File: src/design/resident_page_table_defines.svh
// Assertion macros shared by the resident page table RTL.
`ifndef RESIDENT_PAGE_TABLE_DEFINES_SVH
`define RESIDENT_PAGE_TABLE_DEFINES_SVH

`ifndef SYNTHESIS
// Checked on every rising clock edge outside reset.
`define RPT_ASSERT(lbl, prop) \
  lbl: assert property (@(posedge clk_i) disable iff (!rst_ni) prop) \
    else $error("resident_page_table assertion failed");
// Checked on every rising clock edge, reset included.
`define RPT_ASSERT_ALWAYS(lbl, prop) \
  lbl: assert property (@(posedge clk_i) prop) \
    else $error("resident_page_table assertion failed");
`else
`define RPT_ASSERT(lbl, prop)
`define RPT_ASSERT_ALWAYS(lbl, prop)
`endif

`endif

File: src/design/rpt_pkg.sv
`default_nettype none

package rpt_pkg;

  localparam int unsigned ENTRIES    = 16;
  localparam int unsigned PAGE_SHIFT = 12;

  localparam int unsigned IDX_W  = (ENTRIES > 1) ? $clog2(ENTRIES) : 1;
  localparam int unsigned PNUM_W = 32 - PAGE_SHIFT;
  localparam int unsigned PAGE_W = 20;
  localparam int unsigned CNT_W  = 16;
  localparam int unsigned ST_W   = 3;

  localparam logic [CNT_W-1:0] CNT_MAX = '1;

  localparam logic [1:0] OP_LOOKUP  = 2'd0;
  localparam logic [1:0] OP_INSERT  = 2'd1;
  localparam logic [1:0] OP_ADD_REF = 2'd2;
  localparam logic [1:0] OP_DROP    = 2'd3;

  localparam logic [ST_W-1:0] ST_OK        = 3'd0;
  localparam logic [ST_W-1:0] ST_NOT_FOUND = 3'd1;
  localparam logic [ST_W-1:0] ST_INVALID   = 3'd2;
  localparam logic [ST_W-1:0] ST_FULL      = 3'd3;
  localparam logic [ST_W-1:0] ST_IGNORED   = 3'd4;

  typedef struct packed {
    logic              en;
    logic [IDX_W-1:0]  idx;
    logic [PNUM_W-1:0] pnum;
    logic [PAGE_W-1:0] page;
  } wr_req_t;

  typedef struct packed {
    logic              valid;
    logic [PNUM_W-1:0] pnum;
    logic [PAGE_W-1:0] page;
  } rd_data_t;

endpackage

`default_nettype wire

File: src/design/rpt_store.sv
`default_nettype none
`include "resident_page_table_defines.svh"

module rpt_store (
  input  wire logic                    clk_i,
  input  wire logic                    rst_ni,
  input  wire logic [rpt_pkg::IDX_W-1:0] rd_idx_i,
  output rpt_pkg::rd_data_t            rd_o,
  input  wire rpt_pkg::wr_req_t        wr_i,
  input  wire logic                    clr_i
);
  import rpt_pkg::*;

  logic [ENTRIES-1:0] valid_q;
  logic [PNUM_W-1:0]  pnum_q [ENTRIES];
  logic [PAGE_W-1:0]  page_q [ENTRIES];

  // Valid bits are the only part of the table that reset touches.
  always_ff @(posedge clk_i or negedge rst_ni) begin
    if (!rst_ni) begin
      valid_q <= '0;
    end else if (clr_i) begin
      valid_q <= '0;
    end else if (wr_i.en) begin
      valid_q[wr_i.idx] <= 1'b1;
    end
  end

  always_ff @(posedge clk_i) begin
    if (wr_i.en) begin
      pnum_q[wr_i.idx] <= wr_i.pnum;
      page_q[wr_i.idx] <= wr_i.page;
    end
  end

  assign rd_o.valid = valid_q[rd_idx_i];
  assign rd_o.pnum  = pnum_q[rd_idx_i];
  assign rd_o.page  = page_q[rd_idx_i];

  `RPT_ASSERT(a_no_write_on_clear, !(clr_i && wr_i.en))
  `RPT_ASSERT(a_clear_empties, clr_i |=> (valid_q == '0))
  `RPT_ASSERT(a_write_sets_valid, wr_i.en |=> valid_q[$past(wr_i.idx)])

endmodule

`default_nettype wire

File: src/design/rpt_engine.sv
`default_nettype none
`include "resident_page_table_defines.svh"

module rpt_engine (
  input  wire logic                      clk_i,
  input  wire logic                      rst_ni,
  input  wire logic                      in_valid_i,
  output logic                           in_ready_o,
  input  wire logic [1:0]                opcode_i,
  input  wire logic [31:0]               offset_i,
  input  wire logic [rpt_pkg::PAGE_W-1:0] page_id_i,
  output logic                           out_valid_o,
  input  wire logic                      out_ready_i,
  output logic [rpt_pkg::ST_W-1:0]       status_o,
  output logic [rpt_pkg::PAGE_W-1:0]     page_out_o,
  output logic                           freed_o,
  output logic                           released_o,
  output logic                           last_o,
  output logic [rpt_pkg::IDX_W-1:0]      rd_idx_o,
  input  wire rpt_pkg::rd_data_t         rd_i,
  output rpt_pkg::wr_req_t               wr_o,
  output logic                           clr_o
);
  import rpt_pkg::*;

  typedef enum logic [2:0] {
    S_IDLE,
    S_LOOKUP,
    S_INSERT,
    S_FREE,
    S_EMIT
  } state_e;

  state_e            state_q, state_d;
  logic [PNUM_W-1:0] pnum_q, pnum_d;
  logic [PAGE_W-1:0] page_q, page_d;
  logic [IDX_W-1:0]  idx_q, idx_d;
  logic              free_found_q, free_found_d;
  logic [IDX_W-1:0]  free_idx_q, free_idx_d;
  logic [CNT_W-1:0]  cnt_q, cnt_d;
  logic [ST_W-1:0]   res_status_q, res_status_d;
  logic [PAGE_W-1:0] res_page_q, res_page_d;

  logic              out_valid_q, out_valid_d;
  logic [ST_W-1:0]   out_status_q, out_status_d;
  logic [PAGE_W-1:0] out_page_q, out_page_d;
  logic              out_freed_q, out_freed_d;
  logic              out_released_q, out_released_d;
  logic              out_last_q, out_last_d;

  logic              slot_free;
  logic              hit;
  logic              last_idx;
  logic              advance;
  logic              emit;
  logic [ST_W-1:0]   e_status;
  logic [PAGE_W-1:0] e_page;
  logic              e_freed;
  logic              e_last;

  assign slot_free = !out_valid_q || out_ready_i;
  // The single compare unit: stored page number against the requested one.
  assign hit       = rd_i.valid && (rd_i.pnum == pnum_q);
  assign last_idx  = (idx_q == IDX_W'(ENTRIES - 1));
  assign rd_idx_o  = idx_q;

  always_comb begin
    state_d      = state_q;
    pnum_d       = pnum_q;
    page_d       = page_q;
    idx_d        = idx_q;
    free_found_d = free_found_q;
    free_idx_d   = free_idx_q;
    cnt_d        = cnt_q;
    res_status_d = res_status_q;
    res_page_d   = res_page_q;
    wr_o         = '0;
    clr_o        = 1'b0;
    advance      = 1'b0;
    emit         = 1'b0;
    e_status     = ST_OK;
    e_page       = '0;
    e_freed      = 1'b0;
    e_last       = 1'b1;
    in_ready_o   = (state_q == S_IDLE);

    unique case (state_q)
      S_IDLE: begin
        if (in_valid_i) begin
          pnum_d       = offset_i[31:PAGE_SHIFT];
          page_d       = page_id_i;
          idx_d        = '0;
          free_found_d = 1'b0;
          res_status_d = ST_OK;
          res_page_d   = '0;
          state_d      = S_EMIT;
          unique case (opcode_i)
            OP_LOOKUP: begin
              state_d = S_LOOKUP;
            end
            OP_INSERT: begin
              if (cnt_q == '0) begin
                res_status_d = ST_IGNORED;
              end else if (page_id_i == '0) begin
                res_status_d = ST_INVALID;
              end else begin
                state_d = S_INSERT;
              end
            end
            OP_ADD_REF: begin
              if (cnt_q == '0 || cnt_q == CNT_MAX) begin
                res_status_d = ST_IGNORED;
              end else begin
                cnt_d = cnt_q + CNT_W'(1);
              end
            end
            OP_DROP: begin
              if (cnt_q == '0) begin
                res_status_d = ST_IGNORED;
              end else begin
                cnt_d = cnt_q - CNT_W'(1);
                if (cnt_q == CNT_W'(1)) begin
                  state_d = S_FREE;
                end
              end
            end
          endcase
        end
      end
      S_LOOKUP: begin
        if (hit) begin
          res_page_d = rd_i.page;
          state_d    = S_EMIT;
        end else if (last_idx) begin
          res_status_d = ST_NOT_FOUND;
          state_d      = S_EMIT;
        end else begin
          idx_d = idx_q + IDX_W'(1);
        end
      end
      S_INSERT: begin
        wr_o.pnum = pnum_q;
        wr_o.page = page_q;
        if (hit) begin
          wr_o.en  = 1'b1;
          wr_o.idx = idx_q;
          state_d  = S_EMIT;
        end else if (last_idx) begin
          // No match anywhere: fall back to the lowest free slot seen.
          if (free_found_q || !rd_i.valid) begin
            wr_o.en  = 1'b1;
            wr_o.idx = free_found_q ? free_idx_q : idx_q;
          end else begin
            res_status_d = ST_FULL;
          end
          state_d = S_EMIT;
        end else begin
          if (!rd_i.valid && !free_found_q) begin
            free_found_d = 1'b1;
            free_idx_d   = idx_q;
          end
          idx_d = idx_q + IDX_W'(1);
        end
      end
      S_FREE: begin
        if (rd_i.valid) begin
          emit    = 1'b1;
          e_page  = rd_i.page;
          e_freed = 1'b1;
          e_last  = 1'b0;
          advance = slot_free;
        end else begin
          advance = 1'b1;
        end
        if (advance) begin
          if (last_idx) begin
            clr_o   = 1'b1;
            state_d = S_EMIT;
          end else begin
            idx_d = idx_q + IDX_W'(1);
          end
        end
      end
      S_EMIT: begin
        emit     = 1'b1;
        e_status = res_status_q;
        e_page   = res_page_q;
        if (slot_free) begin
          state_d = S_IDLE;
        end
      end
      default: begin
        state_d = S_IDLE;
      end
    endcase

    out_valid_d    = out_valid_q;
    out_status_d   = out_status_q;
    out_page_d     = out_page_q;
    out_freed_d    = out_freed_q;
    out_released_d = out_released_q;
    out_last_d     = out_last_q;
    if (emit && slot_free) begin
      out_valid_d    = 1'b1;
      out_status_d   = e_status;
      out_page_d     = e_page;
      out_freed_d    = e_freed;
      out_released_d = e_last && (cnt_q == '0);
      out_last_d     = e_last;
    end else if (out_ready_i) begin
      out_valid_d = 1'b0;
    end
  end

  always_ff @(posedge clk_i or negedge rst_ni) begin
    if (!rst_ni) begin
      state_q      <= S_IDLE;
      cnt_q        <= CNT_W'(1);
      free_found_q <= 1'b0;
      out_valid_q  <= 1'b0;
    end else begin
      state_q        <= state_d;
      cnt_q          <= cnt_d;
      free_found_q   <= free_found_d;
      out_valid_q    <= out_valid_d;
      pnum_q         <= pnum_d;
      page_q         <= page_d;
      idx_q          <= idx_d;
      free_idx_q     <= free_idx_d;
      res_status_q   <= res_status_d;
      res_page_q     <= res_page_d;
      out_status_q   <= out_status_d;
      out_page_q     <= out_page_d;
      out_freed_q    <= out_freed_d;
      out_released_q <= out_released_d;
      out_last_q     <= out_last_d;
    end
  end

  assign out_valid_o = out_valid_q;
  assign status_o    = out_status_q;
  assign page_out_o  = out_page_q;
  assign freed_o     = out_freed_q;
  assign released_o  = out_released_q;
  assign last_o      = out_last_q;

  `RPT_ASSERT(a_busy_after_accept, (in_valid_i && in_ready_o) |=> !in_ready_o)
  `RPT_ASSERT(a_freed_not_last, (out_valid_q && out_freed_q) |-> (!out_last_q && !out_released_q))
  `RPT_ASSERT(a_released_means_zero, (out_valid_q && out_released_q) |-> (cnt_q == '0))

endmodule

`default_nettype wire

File: src/design/resident_page_table.sv
// Resident page table: a small fully associative map from page-aligned
// byte offsets to page identifiers, plus the object's reference count.
// Input channel (in_valid_i/in_ready_o) carries opcode, offset and page id;
// output channel (out_valid_o/out_ready_i) carries status, page, freed,
// released and last. A transfer happens when valid and ready are both high.
// The block takes one item at a time. Reference and trivial cases go
// straight to the result. Lookup and insert step one entry per cycle
// through the single page-number comparator: lookup stops at the hit or
// at the last entry; insert scans every entry unless a match ends it early.
// A drop that reaches zero walks all ENTRIES slots, one freed transfer per
// valid entry, then clears the table and sends the final released result.
// Every item ends with exactly one result whose last flag is set.
// Results sit in an output register; a stalled receiver holds the scan and
// the sequencer where they are, and nothing is lost or repeated.
// Reset sets the reference count to one and marks every entry empty; the
// block comes out of reset idle and ready.
`default_nettype none

module resident_page_table (
  input  wire logic                      clk_i,
  input  wire logic                      rst_ni,
  input  wire logic                      in_valid_i,
  output logic                           in_ready_o,
  input  wire logic [1:0]                opcode_i,
  input  wire logic [31:0]               offset_i,
  input  wire logic [rpt_pkg::PAGE_W-1:0] page_id_i,
  output logic                           out_valid_o,
  input  wire logic                      out_ready_i,
  output logic [rpt_pkg::ST_W-1:0]       status_o,
  output logic [rpt_pkg::PAGE_W-1:0]     page_out_o,
  output logic                           freed_o,
  output logic                           released_o,
  output logic                           last_o
);
  import rpt_pkg::*;

  logic [IDX_W-1:0] rd_idx;
  rd_data_t         rd_data;
  wr_req_t          wr_req;
  logic             clr;

  rpt_store u_store (
    .clk_i    (clk_i),
    .rst_ni   (rst_ni),
    .rd_idx_i (rd_idx),
    .rd_o     (rd_data),
    .wr_i     (wr_req),
    .clr_i    (clr)
  );

  rpt_engine u_engine (
    .clk_i       (clk_i),
    .rst_ni      (rst_ni),
    .in_valid_i  (in_valid_i),
    .in_ready_o  (in_ready_o),
    .opcode_i    (opcode_i),
    .offset_i    (offset_i),
    .page_id_i   (page_id_i),
    .out_valid_o (out_valid_o),
    .out_ready_i (out_ready_i),
    .status_o    (status_o),
    .page_out_o  (page_out_o),
    .freed_o     (freed_o),
    .released_o  (released_o),
    .last_o      (last_o),
    .rd_idx_o    (rd_idx),
    .rd_i        (rd_data),
    .wr_o        (wr_req),
    .clr_o       (clr)
  );

endmodule

`default_nettype wire
File: config.mk
export PLATFORM = sky130hd
export DESIGN_NAME = resident_page_table
export DESIGN_NICKNAME = d
export VERILOG_FILES = /design/src/design/rpt_pkg.sv /design/src/design/rpt_store.sv /design/src/design/rpt_engine.sv /design/src/design/resident_page_table.sv
export VERILOG_INCLUDE_DIRS = /design/src /design/src/design
export SDC_FILE = /design/constraint.sdc
export NUM_CORES = 1
export LEC_CHECK = 0
export BUFFER_PORTS_ARGS = -buffer_cell sky130_fd_sc_hd__buf_2
export CAP_MARGIN = 20
export CORE_ASPECT_RATIO = 0.75
export CORE_UTILIZATION = 54
export DETAILED_ROUTE_END_ITERATION = 12
export HOLD_SLACK_MARGIN = 0.02
export PLACE_DENSITY_LB_ADDON = 0.08
export REMOVE_ABC_BUFFERS = 1
export SLEW_MARGIN = 20
export SYNTH_ARGS = -nofsm -noshare
export SYNTH_HDL_FRONTEND = slang
export SYNTH_SLANG_ARGS = --single-unit
File: constraint.sdc
create_clock -name clk_i -period 6.4 [get_ports clk_i]
set_clock_uncertainty 0.2 [all_clocks]
set_input_delay 0.64 -clock clk_i [delete_from_list [all_inputs] [get_ports clk_i]]
set_output_delay 0.64 -clock clk_i [all_outputs]
set_load 0.02 [all_outputs]
==> results of run 1 <==
==> power by group through the flow <==
stage | Combinational [mW] | Sequential (mW) | Clock, mW
after floorplan | 2.56 | 6.66 | 0
after global placement | 3.48 | 6.52 | 0
after detailed placement | 3.52 | 6.53 | 0
after CTS | 3.55 | 6.42 | 4.27
after global routing | 3.77 | 6.46 | 4.45
final | 3.52 | 6.41 | 4.19
==> metal layers <==
metal  vias to the layer above  global-route usage (%)  wire [µm]  share of wire (%)
li1                       6781                       -          -                  -
met1                      8370                   36.67      31050                 44
met2                       521                   39.50      34500                 48
met3                       103                   3.752       4151                5.8
met4                         0                   6.650       1447                2.0
met5                         -                       0          0                  0
==> worst paths after layout <==
| path | startpoint | slack (ns) | end | depth (start not counted) |
|---|---|---|---|---|
| max | register | 0.77 | u_store.pnum_q[14][13] | 12 |
| min | page_id_i[11] | 0.07 | u_engine.page_q[11] | 1 |
| max reg2reg | register | 0.77 | u_store.pnum_q[14][13] | 12 |
| min reg2reg | u_store.valid_q[15] | 0.28 | u_store.valid_q[15] | 2 |
| max in group asynchronous | rst_ni | 5.16 | u_store.valid_q[6] | 3 |
| min in group asynchronous | rst_ni | 0.42 | u_engine.out_valid_o | 3 |
==> Yosys cell counts, types with 8 or more instances <==
cell	count
a21oi_1	15
nor2b_1	9
edfxtp_1	737
xnor2_1	24
xor2_1	25
a31oi_1	16
mux4_2	173
buf_2	18
nand3_1	19
dfrtp_1	36
clkbuf_1	48
nor2_1	45
nor3_1	22
inv_1	14
a22o_1	25
buf_1	11
nand2_1	57
nor4_1	8
o21ai_0	12
and2_1	27
mux2i_1	51
and3_1	53
==> state kept, by name, indices dropped and copies added (netlist names), named ones only <==
register	flops
u_engine.free_idx_q	4
u_store.page_q	320
u_engine.free_found_q	1
u_engine.res_page_q	20
u_engine.pnum_q	20
u_store.pnum_q	320
u_engine.state_q	3
u_engine.freed_o	1
u_engine.status_o	3
u_engine.res_status_q	3
u_engine.released_o	1
u_engine.page_out_o	20
u_engine.page_q	20
u_engine.cnt_q	16
u_engine.out_valid_o	1
u_store.valid_q	16
u_engine.last_o	1
u_engine.rd_idx_o	4
==> cells in the final DEF, fill, tap and decap left out, drive strengths merged, types with 4 or more instances in the layout <==
cell,Yosys,final
a32o,7,7
o21a,4,4
nand3b,4,4
nand2b,6,6
xor2,25,25
ha,4,4
a21oi,15,15
a22oi,7,7
clkbuf,48,95
o21ai,15,15
nor4,11,11
o32ai,4,4
clkinv,0,32
nor2b,9,9
dlygate4sd3,0,38
a211oi,6,6
mux4,173,173
mux2i,51,51
edfxtp,737,737
nand3,19,19
inv,17,18
a22o,25,25
xnor2,24,24
mux2,7,7
dfxtp,4,4
dfrtp,36,36
nor3,24,24
nand2,57,57
nor2,46,46
a31oi,16,16
and2,27,27
and3,53,53
o22ai,4,4
nand4,6,6
buf,40,129
clkinvlp,0,6
==> cell families (layout without fill, tap and decap cells) <==
logic type                 after synthesis  count (layout)
adders and majority gates                4               4
buffers and inverters                  105             320
xor gates and xnor gates                49              49
muxes                                  231             231
and+or+nand+nor                        276             276
DFF                                    778             778
AOI/OAI and AO/OA                      130             130
==> timing repair <==
action | CTS | global route
resized for setup | 0 | 0
endpoints found under the hold margin | 72 | 1
hold buffers | 37 | 1
==> layout make-up <==
class / count / area (µm²) / share of cell area [%]
clock buffer: 95 / 2037 / 5.761
multi-input combinational: 690 / 7576 / 21.43
tap: 770 / 963.4 / 2.725
inverter: 17 / 63.81 / 0.1805
clock inverter: 41 / 260.3 / 0.7361
timing repair buffer: 167 / 1304 / 3.688
sequential: 778 / 23150 / 65.48
==> metrics by stage <==
| stage | hold slack [ns] | power (mW) | cells |
|---|---|---|---|
| final | 0.07200 | 14.12 | 2558 |
| after global routing | 0.02962 | 14.68 | 2558 |
| after CTS | 0.02566 | 14.24 | 2557 |
| after detailed placement | 0.2701 | 10.05 | 2384 |
| after global placement | 0.2568 | 10.01 | 2384 |
| after floorplan | 0.1444 | 9.221 | 1485 |
==> impl_metrics.ini, run 1 <==
[power_and_ir_drop]
pwr-share-clk_pct = 29.7
vdd_drop_max_mv = 0.3050
p_sw_mw = 4.132
internal_power_mw = 9.985
p_sw_share_pct = 29.27
cellPowerDensity_mw_per_mm2 = 399.3
p_leak_nw = 11.83
power_frac_comb_pct = 24.9
power_frac_seq_pct = 45.4

[clocking]
insertion_delay_ns = 0.63
numCtsBuffers = 75
cts_setup_buffers = 0
cts_tree = built
root_buffer = clkbuf_16
cts.clk_slew.worst_paths_ns = 0.06
clockBufferDepth = 3
cts_num_sinks = 778
cts_max_level = 3

[setup_path]
critPathMaxFanout = 54
cp_slowest_stage_delay_ns = 0.99
crit_required_ns = 6.50
startpoint_type = register
cpMaxStageDelayCell = dfxtp_4
path_buf_inv = 2
critPathTopFamily = simple AND/OR/NAND/NOR gates
end_kind = register
path_cells = mux4_2 -> a22o_1 -> a211oi_1 -> xnor2_1 -> nor4_2 -> nand4_1 -> nor4b_4 -> mux2_4 -> inv_2 -> nand2_1 -> nor3_2 -> buf_12
critical_path_class = reg -> reg
cp_data_arrival_time_ns = 5.73

[die]
io_pins = 86
coreArea_mm2 = 0.05640
start_util_pct = 55.08
die_w_um = 279.0
die_y_um = 209.7
num_rows = 75
die_area_mm2 = 0.05850

[synthesis]
ys_top_cells_by_area = edfxtp_1, mux4_2, dfrtp_1
ys_ff_latch = 778
yosys_warnings = 0
async_reset_ff_share_pct = 4.756
synth_cell_type_count = 72
seq_area_frac_synth_pct = 74.48
yosysTopAreaCell = edfxtp_1
syn-cell-area_mm2 = 0.03107
syn_area_per_cell_um2 = 19.75
synth_edf_count = 737
synth_compound_gate_area_share_pct = 3.210
synthCells = 1573
synth-simple-area-share_pct = 4.793
synth_fa_ha_area_share_pct = 0.1611
yosys.area_share.xor_xnor_pct = 1.381
synth_mux_area_share_pct = 14.45
synth_ff_type = edfxtp_1
synth_top_cell_area_share_pct = 71.24
synth_top_family_by_area = multiplexers

[detailed_routing]
detail_route.first_pass.iterations = 5
drtAntennaViolNets = 0
drc_errors = 0
vias = 15780
routed_wl_mm = 71.14
avgViaCountPerCell = 6.167
wl_per_cell_um = 27.81
drt_iter0_drc = 1527

[place]
gp_congestion = 0.8056
dp_slack_ns = 0.7499
hpwl_mm = 38.72
port_buffers = 73
placed_area_mm2 = 0.03268

[global_routing]
grt_pass1_wl_mm = 104.6
grt_usage_pct = 24.92
antenna_found_initial = 1
grt_max_degree = 55
grt_pass1_vias = 15880
overflow = 0

[timing]
fin_crit_sh_pct = 88.00
finalHoldViolCount = 0
fin_tns_setup_ns = 0
fmax_ghz = 0.1776
relSlewSlack_pct = 29.49
slew_viol_final = 0
rsz0062_at_grt = no
timing.final.ws_setup_ns = 0.7680
finalSetupViolations = 0
post-route-min-period_ns = 5.632
worst_pin_slew_ns = 1.055

[cells_and_area]
stdcell_area_mm2 = 0.03536
fill_cells = 3959
final_util_pct = 62.69
antenna_cells = 0
area_delta_synth_final_pct = 13.81
final_layout_size_suffix_gt1_share_pct = 25.28
nNetsFinal = 1791

[hold_path]
hold_path_class = in -> reg

[job]
maxCapViolations = 0

[status]
outcome = complete, no violations
No activity file was read; power rests on OpenSTA's default activity.
==> run 2: changes to the inputs <==
CELL_PAD_IN_SITES_DETAIL_PLACEMENT = 1   (was not set)
CELL_PAD_IN_SITES_GLOBAL_PLACEMENT = 1   (was not set)
CORE_ASPECT_RATIO = not set   (was 0.75)
clock period = 7.11 ns   (was 6.4 ns; I/O delays follow)
==> run 2 against run 1 <==
  * Fmax is 6.2% lower
  * Critical path type unchanged
  * Largest cell class unchanged
  * Combinational power is 9.4% lower
  * Hold slack worse by 0.0039 ns
  * Critical endpoint is now u_store.page_q[14][16]
  * Clock-buffer cell count is 13 higher
  * Sequential share of layout area is 0.29 points higher
  * Die area hardly changed
  * Setup slack better by 0.34 ns
  * First-iteration DRC count is 15% lower
==> impl_metrics.ini, run 2 (synthesis gave the netlist of run 1 again) <==
[status]
outcome = complete, no violations

[die]
coreArea_mm2 = 0.05660
die_area_mm2 = 0.05849
start_util_pct = 54.88
die_w_um = 241.9
num_rows = 87
io_pins = 86
die_y_um = 241.9

[setup_path]
critPathMaxFanout = 37
crit_required_ns = 7.18
critical_path_class = reg -> reg
worstRegToRegCells = 12
cp_data_arrival_time_ns = 6.08
end_kind = register
startpoint_type = register

[cells_and_area]
area_delta_synth_final_pct = 13.31
antenna_cells = 0
most-common-layout-cells = edfxtp_1, mux4_2, clkbuf_16, buf_2, nand2_1
final_common_cell = edfxtp_1
nNetsFinal = 1752
final_layout_size_suffix_gt1_share_pct = 25.59
reg_top3 = u_store.page_q (320), u_store.pnum_q (320)

[timing]
fin_crit_sh_pct = 84.44
worst_pin_slew_ns = 1.039
fin_tns_setup_ns = 0
post-route-min-period_ns = 6.003
slew_viol_final = 0
finalHoldViolCount = 0
relSlewSlack_pct = 30.56
rsz0062_at_grt = no
finalSetupViolations = 0
whs_ns = 0.06810
fmax_ghz = 0.1666

[detailed_routing]
wl_per_cell_um = 29.96
drc_errors = 0
avgViaCountPerCell = 6.296
routed_wl_mm = 75.10
drt_iter0_drc = 1297
drtAntennaViolNets = 0
vias = 15780
detail_route.first_pass.iterations = 5

[place]
hpwl_mm = 41.36
port_buffers = 73
gp_congestion = 0.7936

[clocking]
cts_resized = 0
insertion_delay_ns = 0.62
root_buffer = clkbuf_16
cts.clk_slew.worst_paths_ns = 0.06
cts_tree = built
cts_num_sinks = 778
cts_max_level = 3
numCtsBuffers = 81
clockBufferDepth = 3

[power_and_ir_drop]
p_leak_nw = 11.77
vdd_drop_max_mv = 0.2789
cellPowerDensity_mw_per_mm2 = 371.1

[hold_path]
holdPathStages = 1
hold_path_class = in -> reg

[global_routing]
grt_pass1_vias = 16850
antenna_found_initial = 1
grt_usage_pct = 26.13
grt_pass1_wl_mm = 110.6
grt_max_degree = 42
overflow = 0

[job]
maxCapViolations = 0
-- run 2: cell types whose count changed in the layout (fill, tap and decap cells not counted), moves of 2 or more --
cell	delta
clkinvlp_4	-5
dlygate4sd3_1	-37
clkbuf_16	+7
bufinv_16	+3
buf_12	+2
buf_4	-10
clkinv_2	-3
clkbuf_1	+4
clkbuf_8	+2
-- run 2: critical path: stages, from the launching register on --
cell,delay (ns)
edfxtp_1,0.82
mux4_2,0.37
nor2b_1,0.14
a211oi_1,0.06
a21oi_1,0.69
o2111ai_1,0.33
or4_4,0.57
nor4b_4,0.73
mux2_4,0.45
inv_2,0.24
nand2_1,0.28
nor3_2,0.37
buf_12,0.35
-- run 2: worst paths after layout --
| path | from | endpoint | slack, ns |
|---|---|---|---|
| max | u_engine.rd_idx_o[0] | u_store.page_q[14][16] | 1.11 |
| min | offset_i[30] | u_engine.pnum_q[18] | 0.07 |
| max reg2reg | u_engine.rd_idx_o[0] | u_store.page_q[14][16] | 1.11 |
| min reg2reg | u_store.valid_q[7] | u_store.valid_q[7] | 0.29 |
| max in group asynchronous | rst_ni | u_store.valid_q[4] | 5.83 |
| min in group asynchronous | rst_ni | u_engine.cnt_q[3] | 0.49 |
-- run 2: power by group --
part	switching, mW	total [mW]	leakage [nW]	internal [mW]
Sequential	0.371	5.78	7.31	5.41
Combinational	1.74	3.19	3.22	1.46
Clock	1.69	4.09	1.25	2.40
Total	3.80	13.1	11.8	9.26
-- run 2: per-stage QoR --
| stage | util [%] | instances | power [mW] | instance area [µm²] | setup slack (ns) |
|---|---|---|---|---|---|
| floorplan | - | 1485 | 8.300 | 30660 | -4.705 |
| global placement | 57.65 | 2362 | 8.998 | 32630 | 1.217 |
| detailed placement | 57.65 | 2362 | 9.088 | 32630 | 1.148 |
| CTS | 62.18 | 2507 | 13.18 | 35200 | 1.107 |
| global route | 62.19 | 2507 | 13.55 | 35200 | 0.8335 |
| finish | 62.19 | 2507 | 13.06 | 35200 | 1.107 |
-- run 2: what timing repair did --
item,4_1_cts,5_1_grt
hold buffers,1,0
setup endpoints to repair,0,0
buffers inserted,0,0
endpoints found under the hold margin,36,0
-- run 2: final cells by class --
class / count / area (µm²)
sequential: 778 / 23150
fill: 4727 / 21400
multi-input combinational: 690 / 7587
clock buffer: 108 / 2255
tap: 756 / 945.9
timing repair buffer: 122 / 898.4
clock inverter: 36 / 300.3
inverter: 17 / 63.81
-- run 2: layer usage --
layer  vias up  GRT usage, %  routed length, µm
met5         -             0                  0
met4         0         6.627               1513
met3       109         4.395               3983
met2       489         44.65              38820
met1      8490         35.21              30790
li1       6696             -                  -
